<file path="src/sv/rrf_pkg.sv">
// shared types and constants for the rotor ring action and force block
package rrf_pkg;

  localparam int ANGLE_W    = 16;
  localparam int COUPLING_W = 24;
  localparam int SITE_W     = 12;
  localparam int FORCE_W    = 26;
  localparam int ACTION_W   = 37;
  localparam int TRIG_W     = 18;
  localparam int MAG_W      = 17;

  localparam logic [COUPLING_W-1:0] COUPLING_RESET = 24'd65536;
  localparam logic [ANGLE_W-1:0]    QUARTER_TURN   = 16'd16384;
  localparam longint unsigned       HALF_PI_Q30    = 64'd1686629713;

  typedef enum logic [1:0] {
    KIND_FORCE  = 2'd0,
    KIND_ACTION = 2'd1,
    KIND_ERROR  = 2'd2
  } kind_t;

  typedef struct packed {
    kind_t             kind;
    logic              emit;
    logic              add_cos;
    logic              clear;
    logic              last;
    logic [SITE_W-1:0] site;
  } job_ctrl_t;

endpackage

</file>
<file path="src/sv/rrf_front.sv">
// lattice state, word register and per-result job sequencing
module rrf_front #(
  parameter int MAX_SITES = 4096
) (
  input  logic                        clk,
  input  logic                        rst_n,
  input  logic                        in_valid,
  output logic                        in_ready,
  input  logic [rrf_pkg::ANGLE_W-1:0] in_angle,
  input  logic                        in_last_site,
  output logic                        job_valid,
  input  logic                        job_ready,
  output rrf_pkg::job_ctrl_t          job_ctrl,
  output logic [rrf_pkg::ANGLE_W-1:0] sin_angle_a,
  output logic [rrf_pkg::ANGLE_W-1:0] sin_angle_b,
  output logic [rrf_pkg::ANGLE_W-1:0] cos_angle
);
  import rrf_pkg::*;

  localparam int CNT_W = $clog2(MAX_SITES);

  typedef enum logic [3:0] {
    STEP_PRIOR  = 4'b0001,
    STEP_LAST   = 4'b0010,
    STEP_FIRST  = 4'b0100,
    STEP_ACTION = 4'b1000
  } step_t;

  logic [ANGLE_W-1:0] first_r, second_r, older_r, newest_r;
  logic [CNT_W-1:0]   cnt_r;

  logic               ex_v_r;
  logic [ANGLE_W-1:0] ex_a_r, ex_first_r, ex_second_r, ex_older_r, ex_newest_r;
  logic [CNT_W-1:0]   ex_k_r;
  logic               ex_close_r;
  step_t              step_r, step_nxt;

  logic accept;
  logic close;
  logic has_job;
  logic ex_last_step;
  logic ex_short;

  assign close   = in_last_site || (cnt_r == CNT_W'(MAX_SITES - 1));
  assign has_job = close || (cnt_r != '0);
  assign ex_short = ex_k_r < CNT_W'(2);
  assign ex_last_step = !ex_close_r || ex_short || (step_r == STEP_ACTION);
  assign in_ready = !ex_v_r || (job_ready && ex_last_step);
  assign accept   = in_valid && in_ready;
  assign job_valid = ex_v_r;

  always_ff @(posedge clk) begin
    if (!rst_n) begin
      first_r  <= '0;
      second_r <= '0;
      older_r  <= '0;
      newest_r <= '0;
      cnt_r    <= '0;
    end else if (accept) begin
      if (close) begin
        first_r  <= '0;
        second_r <= '0;
        older_r  <= '0;
        newest_r <= '0;
        cnt_r    <= '0;
      end else begin
        if (cnt_r == CNT_W'(0)) begin
          first_r <= in_angle;
        end
        if (cnt_r == CNT_W'(1)) begin
          second_r <= in_angle;
        end
        older_r  <= newest_r;
        newest_r <= in_angle;
        cnt_r    <= cnt_r + CNT_W'(1);
      end
    end
  end

  always_comb begin
    case (step_r)
      STEP_PRIOR:  step_nxt = STEP_LAST;
      STEP_LAST:   step_nxt = STEP_FIRST;
      STEP_FIRST:  step_nxt = STEP_ACTION;
      default:     step_nxt = STEP_PRIOR;
    endcase
  end

  always_ff @(posedge clk) begin
    if (!rst_n) begin
      ex_v_r <= 1'b0;
      step_r <= STEP_PRIOR;
    end else if (accept) begin
      ex_v_r <= has_job;
      step_r <= STEP_PRIOR;
    end else if (ex_v_r && job_ready) begin
      if (ex_last_step) begin
        ex_v_r <= 1'b0;
      end else begin
        step_r <= step_nxt;
      end
    end
  end

  always_ff @(posedge clk) begin
    if (accept) begin
      ex_a_r      <= in_angle;
      ex_first_r  <= first_r;
      ex_second_r <= second_r;
      ex_older_r  <= older_r;
      ex_newest_r <= newest_r;
      ex_k_r      <= cnt_r;
      ex_close_r  <= close;
    end
  end

  // job for the current step: sine angles, cosine angle and control
  always_comb begin
    job_ctrl         = '0;
    job_ctrl.kind    = KIND_FORCE;
    sin_angle_a      = ex_newest_r - ex_older_r;
    sin_angle_b      = ex_newest_r - ex_a_r;
    cos_angle        = ex_a_r - ex_newest_r + QUARTER_TURN;
    job_ctrl.site    = SITE_W'(ex_k_r - CNT_W'(1));
    job_ctrl.add_cos = 1'b1;
    job_ctrl.emit    = !ex_short;
    job_ctrl.last    = !ex_close_r;
    if (ex_close_r && ex_short) begin
      job_ctrl.kind    = KIND_ERROR;
      job_ctrl.site    = '0;
      job_ctrl.add_cos = 1'b0;
      job_ctrl.clear   = 1'b1;
      job_ctrl.emit    = 1'b1;
      job_ctrl.last    = 1'b1;
    end else if (ex_close_r) begin
      case (step_r)
        STEP_PRIOR: begin
          job_ctrl.last = 1'b0;
        end
        STEP_LAST: begin
          sin_angle_a   = ex_a_r - ex_newest_r;
          sin_angle_b   = ex_a_r - ex_first_r;
          cos_angle     = ex_first_r - ex_a_r + QUARTER_TURN;
          job_ctrl.site = SITE_W'(ex_k_r);
          job_ctrl.last = 1'b0;
        end
        STEP_FIRST: begin
          sin_angle_a      = ex_first_r - ex_a_r;
          sin_angle_b      = ex_first_r - ex_second_r;
          job_ctrl.site    = '0;
          job_ctrl.add_cos = 1'b0;
          job_ctrl.last    = 1'b0;
        end
        default: begin
          job_ctrl.kind    = KIND_ACTION;
          job_ctrl.site    = '0;
          job_ctrl.add_cos = 1'b0;
          job_ctrl.clear   = 1'b1;
          job_ctrl.last    = 1'b1;
        end
      endcase
    end
  end

`ifndef SYNTHESIS
  a_ready_only_on_last_job: assert property (@(posedge clk) disable iff (!rst_n)
    ex_v_r && in_ready |-> ex_last_step)
    else $error("new word taken before the pending jobs are issued");

  a_close_clears_count: assert property (@(posedge clk) disable iff (!rst_n)
    accept && close |=> cnt_r == '0)
    else $error("site count not cleared after a closing word");

  a_steps_only_when_closing: assert property (@(posedge clk) disable iff (!rst_n)
    ex_v_r && step_r != STEP_PRIOR |-> ex_close_r)
    else $error("extra job step on a word that does not close the ring");
`endif

endmodule

</file>
<file path="config.mk">
export PLATFORM = sky130hd
export DESIGN_NAME = rrf_front
export DESIGN_NICKNAME = d
export VERILOG_FILES = /design/src/sv/rrf_pkg.sv /design/src/sv/rrf_front.sv
export SDC_FILE = /design/constraint.sdc
export NUM_CORES = 1
export LEC_CHECK = 0
export BUFFER_PORTS_ARGS = -buffer_cell sky130_fd_sc_hd__buf_2
export CAP_MARGIN = 20
export CORE_MARGIN = 1
export CORE_UTILIZATION = 45
export CTS_BUF_LIST = sky130_fd_sc_hd__clkbuf_4
export DETAILED_ROUTE_END_ITERATION = 7
export GPL_ROUTABILITY_DRIVEN = 1
export PLACE_DENSITY = 0.65
export SYNTH_ARGS = -nofsm -noshare
export SYNTH_HDL_FRONTEND = slang
export SYNTH_SLANG_ARGS = --single-unit
</file>
<file path="constraint.sdc">
create_clock -name clk -period 3.7 [get_ports clk]
set_input_delay 0.925 -clock clk [delete_from_list [all_inputs] [get_ports clk]]
set_output_delay 0.925 -clock clk [all_outputs]
set_load 0.01 [all_outputs]
</file>
==> flow_metrics.tcl, run 1 <==
set metrics [dict create \
    outcome "finished, violations left" \
    violations "negative setup slack" \
    synth_area_leaders "edfxtp_1 25%, dfxtp_1 14%, ha_1 11%" \
    layout.nets 1504 \
    cap_viol_max_count 0 \
    slew_viol_final 0 \
    synthesis.nets 1317 \
    path_class "reg -> out" \
    drc 0 \
    io_pins 89 \
    drive_above_1_share 0.307 \
    ys_top_cells_by_count "105 x inv_1, 97 x ha_1, 93 x edfxtp_1, 85 x nand2_1, 81 x dfxtp_1" \
    synth.top_cell.area_share 0.247 \
    p_leak_nw 5.89 \
    cts_tree "yes" \
    h-tree-depth 4 \
    drt_iter0_drc 787 \
    dieHeight_um 161 \
    cts_hold_buf 0 \
    wire_per_inst_um 19.3 \
    hold_path.class "reg -> reg" \
    grt_overflow 0 \
    synth_area_mm2 0.0113 \
    grt_pass1_wl_um 50700 \
    rsz0062_at_grt "yes" \
    clk_latency_ns 0.54 \
    period_share 1.14 \
    clock_sinks 174 \
    antenna_found_initial 1 \
    io_buffers 88 \
    routed_via_density 5.70 \
    skew_ns 0.0151 \
    synth_flop_cell "edfxtp_1" \
    final_cell_area_mm2 0.0142 \
    vdd_ir_drop_max_mv 0.176 \
    hold_violations 0 \
    placed_area_mm2 0.0126 \
    die_area_mm2 0.0258 \
    max_slew_margin 0.415 \
    critPathArrivalTime_ns 3.30 \
    ant_nets 0 \
    vias 9779 \
    worst_slew_pin_slew_ns 0.878 \
    synth_edf_count 93 \
    powerDensity_mw_per_mm2 386 \
    synth_seq_cells 174 \
    synth_cells 1193 \
    dp_slack_ns -0.0892 \
    cts_buffers 17 \
    fmax_mhz 237 \
    worstPathRequired_ns 2.77 \
    root_buffer "clkbuf_4" \
    syn2layout_area_growth_pct 25.7 \
    synth.most_common_cell "inv_1" \
    grt_max_degree 36 \
    cts_max_path_buffers 2 \
    die_w_um 161 \
    dpl.hpwl_um 24300 \
    yosysSeqAreaShare 0.390 \
    start_kind "flip-flop" \
    grt_pass1_vias 9119 \
    syn-mean-instance-area_um2 9.49 \
    finalSetupViolCount 30 \
    rows 57 \
    drt_first_pass_iters 5 \
    core-area_mm2 0.0245 \
    fin_crit_ns 4.23 \
    grt.total_usage 0.255 \
    synth_cell_types 81 \
    path_clk_slew_ns 0.14 \
    endpoint_kind "output port" \
    start_util 0.463 \
    fin_ws_ns -0.526 \
    gp_congestion 0.889 \
    critPathMaxFanout 3 \
    totalWireLength_um 33100 \
    yosys_warnings 0 \
    yosys.area.top_type "edfxtp_1" \
    ys_async_sr_fraction 0 \
]
==> worst paths after layout <==
path	start	end	slack, ns	depth (start not counted)
worst max register to register	ex_k_r[5]$_DFFE_PP_	second_r[12]$_SDFFE_PN0P_	0.72	10
worst min register to register	second_r[7]$_SDFFE_PN0P_	ex_second_r[7]$_DFFE_PP_	0.45	0
worst min-delay path	second_r[7]$_SDFFE_PN0P_	ex_second_r[7]$_DFFE_PP_	0.45	0
worst max-delay path	ex_a_r[0]$_DFFE_PP_	sin_angle_a[14]	-0.53	13
==> sequential cells by signal, summed over array words and instances, names as in the netlist <==
name and cells:
ex_a_r 16, older_r 16, ex_second_r 16, second_r 16, job_valid 1, step_r 4
ex_k_r 12, newest_r 16, ex_first_r 16, ex_newest_r 16, cnt_r 12, first_r 16
ex_older_r 16, ex_close_r 1
==> layout make-up <==
cell class / count / area, um^2
inverter: 106 / 400
clock inverter: 12 / 114
sequential: 174 / 4410
clock buffer: 19 / 143
fill: 2130 / 10200
timing repair buffer: 229 / 1640
tap: 324 / 405
antenna: 1 / 2.50
multi-input combinational: 852 / 7100
==> cells by family after synthesis <==
family,after synthesis,synth area share
compound gates,369,0.227
xor+xnor,87,0.0673
fa+ha+maj,103,0.118
buf+inv,167,0.0588
flops,174,0.390
mux,15,0.0137
simple gates,278,0.125
==> metal layers <==
layer / global-route usage / wire length (um) / share of wire / vias to the layer above
met5: 0 / 0 / 0 / -
met1: 0.381 / 16000 / 0.48 / 4702
met3: 0.0292 / 1930 / 0.058 / 36
li1: - / - / - / 4690
met2: 0.386 / 14500 / 0.44 / 351
met4: 0.0706 / 579 / 0.017 / 0
==> metrics by stage <==
step                      utilization  setup TNS, ns  power (mW)  cells  hold slack [ns]
after global routing            0.581         -15.87        5.78   1717            0.456
after floorplan                     -              0        3.47   1193            0.409
after detailed placement        0.514         -0.375        4.14   1631            0.416
after CTS                       0.558         -10.09        5.33   1689            0.446
after global placement          0.514         -0.219        4.12   1631            0.414
final                           0.581         -10.66        5.49   1717            0.448
==> worst max-delay path, stage by stage, from the launching register on <==
cell,delay [ns]
edfxtp_1,0.46
inv_2,0.11
buf_6,0.11
ha_4,0.12
inv_2,0.04
fa_2,0.35
a211oi_2,0.30
o21ai_2,0.11
a211oi_2,0.27
o21bai_4,0.10
a21oi_2,0.18
xnor2_2,0.13
a221o_1,0.33
buf_2,0.14
==> timing repair <==
item                                    CTS  global route
setup buffers                            28            30
cloned                                    1             1
gates resized for setup                 139            75
pin swaps                                83            53
endpoints found under the setup margin   38            44
==> cell usage in the layout (no fill, tap or decap), types with 21 or more instances in the layout <==
cell | synthesis | routed
nor2_1 | 66 | 61
ha_1 | 97 | 76
inv_1 | 105 | 93
dfxtp_1 | 81 | 81
buf_2 | 16 | 87
xor2_1 | 41 | 37
a21o_1 | 21 | 21
xnor2_1 | 46 | 31
nand2_1 | 85 | 81
o21ai_0 | 68 | 49
nand3_1 | 34 | 31
a22o_1 | 48 | 48
buf_4 | 3 | 119
a21oi_1 | 70 | 50
edfxtp_1 | 93 | 93
==> power breakdown <==
part	internal [mW]	switching [mW]
Combinational	1.01	1.25
Clock	0.351	0.642
Sequential	2.15	0.0961
Power figures use the tool's default switching activity.
==> run 2: changes to the inputs <==
--- a/config.mk
+++ b/config.mk
@@ -12,7 +12,7 @@
 export CTS_BUF_LIST = sky130_fd_sc_hd__clkbuf_4
 export DETAILED_ROUTE_END_ITERATION = 7
 export GPL_ROUTABILITY_DRIVEN = 1
-export PLACE_DENSITY = 0.65
+export PLACE_DENSITY = 0.63
 export SYNTH_ARGS = -nofsm -noshare
 export SYNTH_HDL_FRONTEND = slang
 export SYNTH_SLANG_ARGS = --single-unit
==> constraint.sdc (replaced) <==
create_clock -name clk -period 5.1 [get_ports clk]
set_input_delay 1.275 -clock clk [delete_from_list [all_inputs] [get_ports clk]]
set_output_delay 1.275 -clock clk [all_outputs]
set_load 0.01 [all_outputs]
==> run 2 against run 1 <==
Compared with the run above: the run now ends clean; total power is 33% lower; worst hold slack better by 0.0031 ns; cell count shrank 7.1%; via count shrank 5.9%; routed wire length down 8.8%; design area down 13%; global-route usage is 1.8 points lower.
==> flow_metrics.tcl, run 2 (synthesis results as in run 1) <==
set metrics [dict create \
    fin_crit_ns 4.88 \
    grt_pass1_vias 8461 \
    core-area_mm2 0.0245 \
    io_buffers 88 \
    worstPathRequired_ns 3.83 \
    fill_cells 2274 \
    drc 0 \
    antenna_found_initial 1 \
    start_util 0.463 \
    totalWireLength_um 30200 \
    rows 57 \
    cts_buffers 17 \
    drt_iter0_drc 783 \
    cts_hold_buf 0 \
    ant_nets 0 \
    layout.nets 1381 \
    critPathArrivalTime_ns 3.61 \
    h-tree-depth 4 \
    powerDensity_mw_per_mm2 298 \
    start_kind "flip-flop" \
    dpl.hpwl_um 23200 \
    die_area_mm2 0.0258 \
    path_clk_slew_ns 0.14 \
    clk_latency_ns 0.55 \
    timing.hold.ws_ns 0.451 \
    drive_above_1_share 0.134 \
    vdd_ir_drop_max_mv 0.125 \
    finalSetupViolCount 0 \
    path_class "reg -> out" \
    clock_sinks 174 \
    syn2layout_area_growth_pct 9.32 \
    outcome "completed" \
    cts_max_path_buffers 2 \
    routed_via_density 5.77 \
    final_common_cell "inv_1" \
    setup_tns_ns 0 \
    hold_path.class "reg -> reg" \
    finalPower_mw 3.69 \
    max_slew_margin 0.318 \
    endpoint_kind "output port" \
    skew_ns 0.0187 \
    root_buffer "clkbuf_4" \
    period_share 0.957 \
    worst_slew_pin_slew_ns 1.02 \
    grt.total_usage 0.237 \
    slew_viol_final 0 \
    grt_overflow 0 \
    cts_tree "yes" \
    fmax_mhz 205 \
    die_w_um 161 \
    cap_viol_max_count 0 \
    final_core_util 0.506 \
    layout_common_cells "105 x inv_1, 97 x ha_1, 93 x edfxtp_1" \
    critPathMaxFanout 10 \
    p_leak_nw 5.08 \
    grt_pass1_wl_um 47400 \
    dieHeight_um 161 \
    drt_first_pass_iters 7 \
    io_pins 89 \
    hold_violations 0 \
    grt_max_degree 71 \
    wire_per_inst_um 18.9 \
    vias 9198 \
    gp_congestion 0.920 \
]
==> run 2: cell types whose count changed in the layout (fill, tap and decap cells not counted), moves of 18 or more <==
cell / delta
o21ai_0: +18
ha_1: +21
buf_6: -19
buf_4: -102
a21oi_1: +18
==> run 2: worst max-delay path, cell delays in order (launching register included) <==
cell,delay [ns]
edfxtp_1,0.51
ha_1,0.47
nor2b_1,0.21
o31a_1,0.28
o31ai_2,0.29
a21oi_1,0.13
or2_1,0.27
a221o_1,0.32
xnor2_1,0.16
o221ai_1,0.24
buf_2,0.18
==> run 2: area by class of cell <==
cell class	count	area, um^2	share of cell area
multi-input combinational	852	6270	0.507
clock inverter	14	158	0.0127
sequential	174	4410	0.357
timing repair buffer	106	588	0.0475
clock buffer	18	135	0.0109
inverter	106	400	0.0324
antenna	1	2.50	0.000202
tap	324	405	0.0328
==> run 2: worst paths after layout <==
check                                   to  slack (ns)                startpoint  cells past startpoint
setup / recovery           sin_angle_b[12]        0.22  ex_newest_r[2]$_DFFE_PP_                     10
hold / removal    ex_older_r[12]$_DFFE_PP_        0.45  older_r[12]$_SDFFE_PN0P_                      0
setup reg to reg  first_r[10]$_SDFFE_PN0P_        1.51       ex_k_r[8]$_DFFE_PP_                      8
hold reg to reg   ex_older_r[12]$_DFFE_PP_        0.45  older_r[12]$_SDFFE_PN0P_                      0
==> run 2: stage by stage <==
| step | cell area (um^2) | instances | worst slack, ns |
|---|---|---|---|
| floorplan | 11300 | 1193 | 1.16 |
| detailed placement | 12000 | 1556 | 0.781 |
| finish | 12400 | 1595 | 0.219 |
| global placement | 12000 | 1556 | 0.855 |
| global route | 12400 | 1595 | -0.0165 |
| CTS | 12300 | 1588 | 0.103 |
==> run 2: report_power, final <==
group          total, mW  internal (mW)  leakage (nW)  switching [mW]
registers           1.63           1.56          1.58          0.0732
clock network      0.779          0.268         0.156           0.511
logic               1.28          0.507          3.34           0.771
==> run 2: per-layer routing <==
layer | global-route usage | up-vias | part of all wire | wire [um]
li1 | - | 4459 | - | -
met1 | 0.368 | 4435 | 0.51 | 15300
met2 | 0.345 | 273 | 0.42 | 12700
met3 | 0.0307 | 31 | 0.058 | 1760
met4 | 0.0571 | 0 | 0.015 | 452
met5 | 0 | - | 0 | 0
==> run 2: what timing repair did <==
action / in CTS / in global routing
resized for setup: 0 / 6
setup buffers: 0 / 6
endpoints found under the setup margin: 0 / 13
==> run 3: changes to the inputs <==
--- a/config.mk
+++ b/config.mk
@@ -9,7 +9,6 @@
 export CAP_MARGIN = 20
 export CORE_MARGIN = 1
 export CORE_UTILIZATION = 45
-export CTS_BUF_LIST = sky130_fd_sc_hd__clkbuf_4
 export DETAILED_ROUTE_END_ITERATION = 7
 export GPL_ROUTABILITY_DRIVEN = 1
 export PLACE_DENSITY = 0.63
==> run 3 against run 2 <==
Compared with the run above: cell count is 0.25% lower; total power rose by 13%; design area grew 2.1%; worst hold slack worse by 0.017 ns; sequential share of layout area shrank 0.74 points; via count rose by 0.40%; critical path depth up 1; first-iteration DRC count fell by 12%; critical path type unchanged; critical endpoint is now sin_angle_b[13].
==> flow_metrics.tcl, run 3 (synthesis results as in run 1) <==
set metrics [dict create \
    outcome "completed" \
    rows 57 \
    n_antenna_cell 0 \
    hold_violations 0 \
    routed_via_density 5.80 \
    critPathMaxFanout 6 \
    drc 0 \
    clock_sinks 174 \
    clkPwrFrac 0.304 \
    worstPathRequired_ns 3.83 \
    cts_hold_buf 0 \
    seqPwrFrac 0.391 \
    grt_overflow 0 \
    final_common_cell "inv_1" \
    wire_per_inst_um 19.1 \
    cts_buffers 17 \
    cts_tree "yes" \
    max_slew_margin 0.296 \
    h-tree-depth 4 \
    cts_max_path_buffers 2 \
    finalSetupViolCount 0 \
    antenna_found_initial 0 \
    totalWireLength_um 30400 \
    setup_tns_ns 0 \
    start_util 0.463 \
    use_met3 0.0271 \
    start_kind "flip-flop" \
    cap_viol_max_count 0 \
    dieHeight_um 161 \
    use_met2 0.347 \
    clk_latency_ns 0.43 \
    grt_max_degree 71 \
    fin_ws_ns 0.351 \
    cpPeakStageDelay_ns 0.50 \
    fill_cells 2245 \
    syn2layout_area_growth_pct 11.6 \
    drt_iter0_drc 690 \
    path_cells "inv_1 > ha_1 > nor2b_1 > o31a_1 > o21ai_0 > a21oi_1 > o21ai_0 > mux2i_1 > a21oi_1 > or3_1 > buf_2" \
    crit_family "compound AO/OA/AOI/OAI gates" \
    gp_congestion 0.920 \
    root_buffer "clkbuf_16" \
    vias 9235 \
    vdd_ir_drop_max_mv 0.251 \
    layout_common_cells "105 x inv_1, 97 x ha_1, 93 x edfxtp_1" \
    period_share 0.931 \
    dpl.hpwl_um 23200 \
    fmax_mhz 211 \
    worst_slew_pin_slew_ns 1.05 \
    critPathArrivalTime_ns 3.47 \
    slew_viol_final 0 \
    p_sw_mw 1.42 \
    path_class "reg -> out" \
    hold_path.class "reg -> reg" \
    grt_pass1_wl_um 47600 \
    die_area_mm2 0.0258 \
    ant_nets 0 \
    slowest_stage "edfxtp_1" \
    drive_above_1_share 0.129 \
    p_leak_nw 5.19 \
    grt_util_met1 0.365 \
    grt_pass1_vias 8544 \
    io_buffers 88 \
    skew_ns 0.0127 \
    power.share.combinational 0.305 \
    fin_crit_ns 4.75 \
    p_sw_frac 0.340 \
    path_clk_slew_ns 0.07 \
    dp_slack_ns 0.781 \
    powerDensity_mw_per_mm2 331 \
    io_pins 89 \
    p_int_mw 2.76 \
    endpoint_kind "output port" \
    worst-path-buf-inv 2 \
    die_w_um 161 \
    grt.busiest_layer "met1" \
    core-area_mm2 0.0245 \
    layout.nets 1378 \
    drt_first_pass_iters 5 \
    rsz0062_at_grt "no" \
    grt.total_usage 0.239 \
]
-- run 3: changes by cell type in the layout (fill, tap and decap cells not counted), moves of 2 or more --
cell       delta
buf_4         -3
clkbuf_16    +17
clkbuf_4     -18
a21oi_1       +2
a21oi_2       -2
-- run 3: per-layer routing --
metal / part of all wire / vias up
li1: - / 4446
met1: 0.50 / 4482
met2: 0.42 / 268
met3: 0.055 / 39
met4: 0.022 / 0
met5: 0 / -
-- run 3: path summary, 6_finish.rpt --
path / slack, ns / endpoint / start / cells after the start
worst min register to register: 0.43 / ex_second_r[14]$_DFFE_PP_ / second_r[14]$_SDFFE_PN0P_ / 0
worst min-delay path: 0.43 / ex_second_r[14]$_DFFE_PP_ / second_r[14]$_SDFFE_PN0P_ / 0
worst max register to register: 1.56 / second_r[9]$_SDFFE_PN0P_ / ex_k_r[8]$_DFFE_PP_ / 8
worst max-delay path: 0.35 / sin_angle_b[13] / ex_a_r[1]$_DFFE_PP_ / 11
-- run 3: repair_timing --
item,CTS,global route
endpoints found under the setup margin,0,2
setup buffers,0,3
gates resized for setup,0,1
-- run 3: cell type report --
cell class | count | area [um^2] | area share
clock buffers | 18 | 429 | 0.0340
clock inverters | 14 | 158 | 0.0125
inverters | 106 | 400 | 0.0317
multi-input cells | 852 | 6260 | 0.496
flip-flops and latches | 174 | 4410 | 0.349
well taps | 324 | 405 | 0.0321
repair buffers | 103 | 566 | 0.0448
-- run 3: power by group through the flow --
stage,Sequential [mW],Combinational [mW],Clock [mW]
floorplan,1.63,0.887,0
detailed placement,1.66,1.25,0
global route,1.64,1.39,1.34
CTS,1.63,1.26,1.29
finish,1.63,1.27,1.27
global placement,1.66,1.24,0
-- run 3: metrics by stage --
stage / power [mW] / instance area, um^2 / std cells / util / hold WS, ns
floorplan: 2.52 / 11300 / 1193 / - / 0.409
global placement: 2.90 / 12000 / 1556 / 0.491 / 0.414
detailed placement: 2.91 / 12000 / 1556 / 0.491 / 0.416
CTS: 4.18 / 12600 / 1588 / 0.515 / 0.434
global route: 4.38 / 12600 / 1591 / 0.516 / 0.444
finish: 4.18 / 12600 / 1591 / 0.516 / 0.434
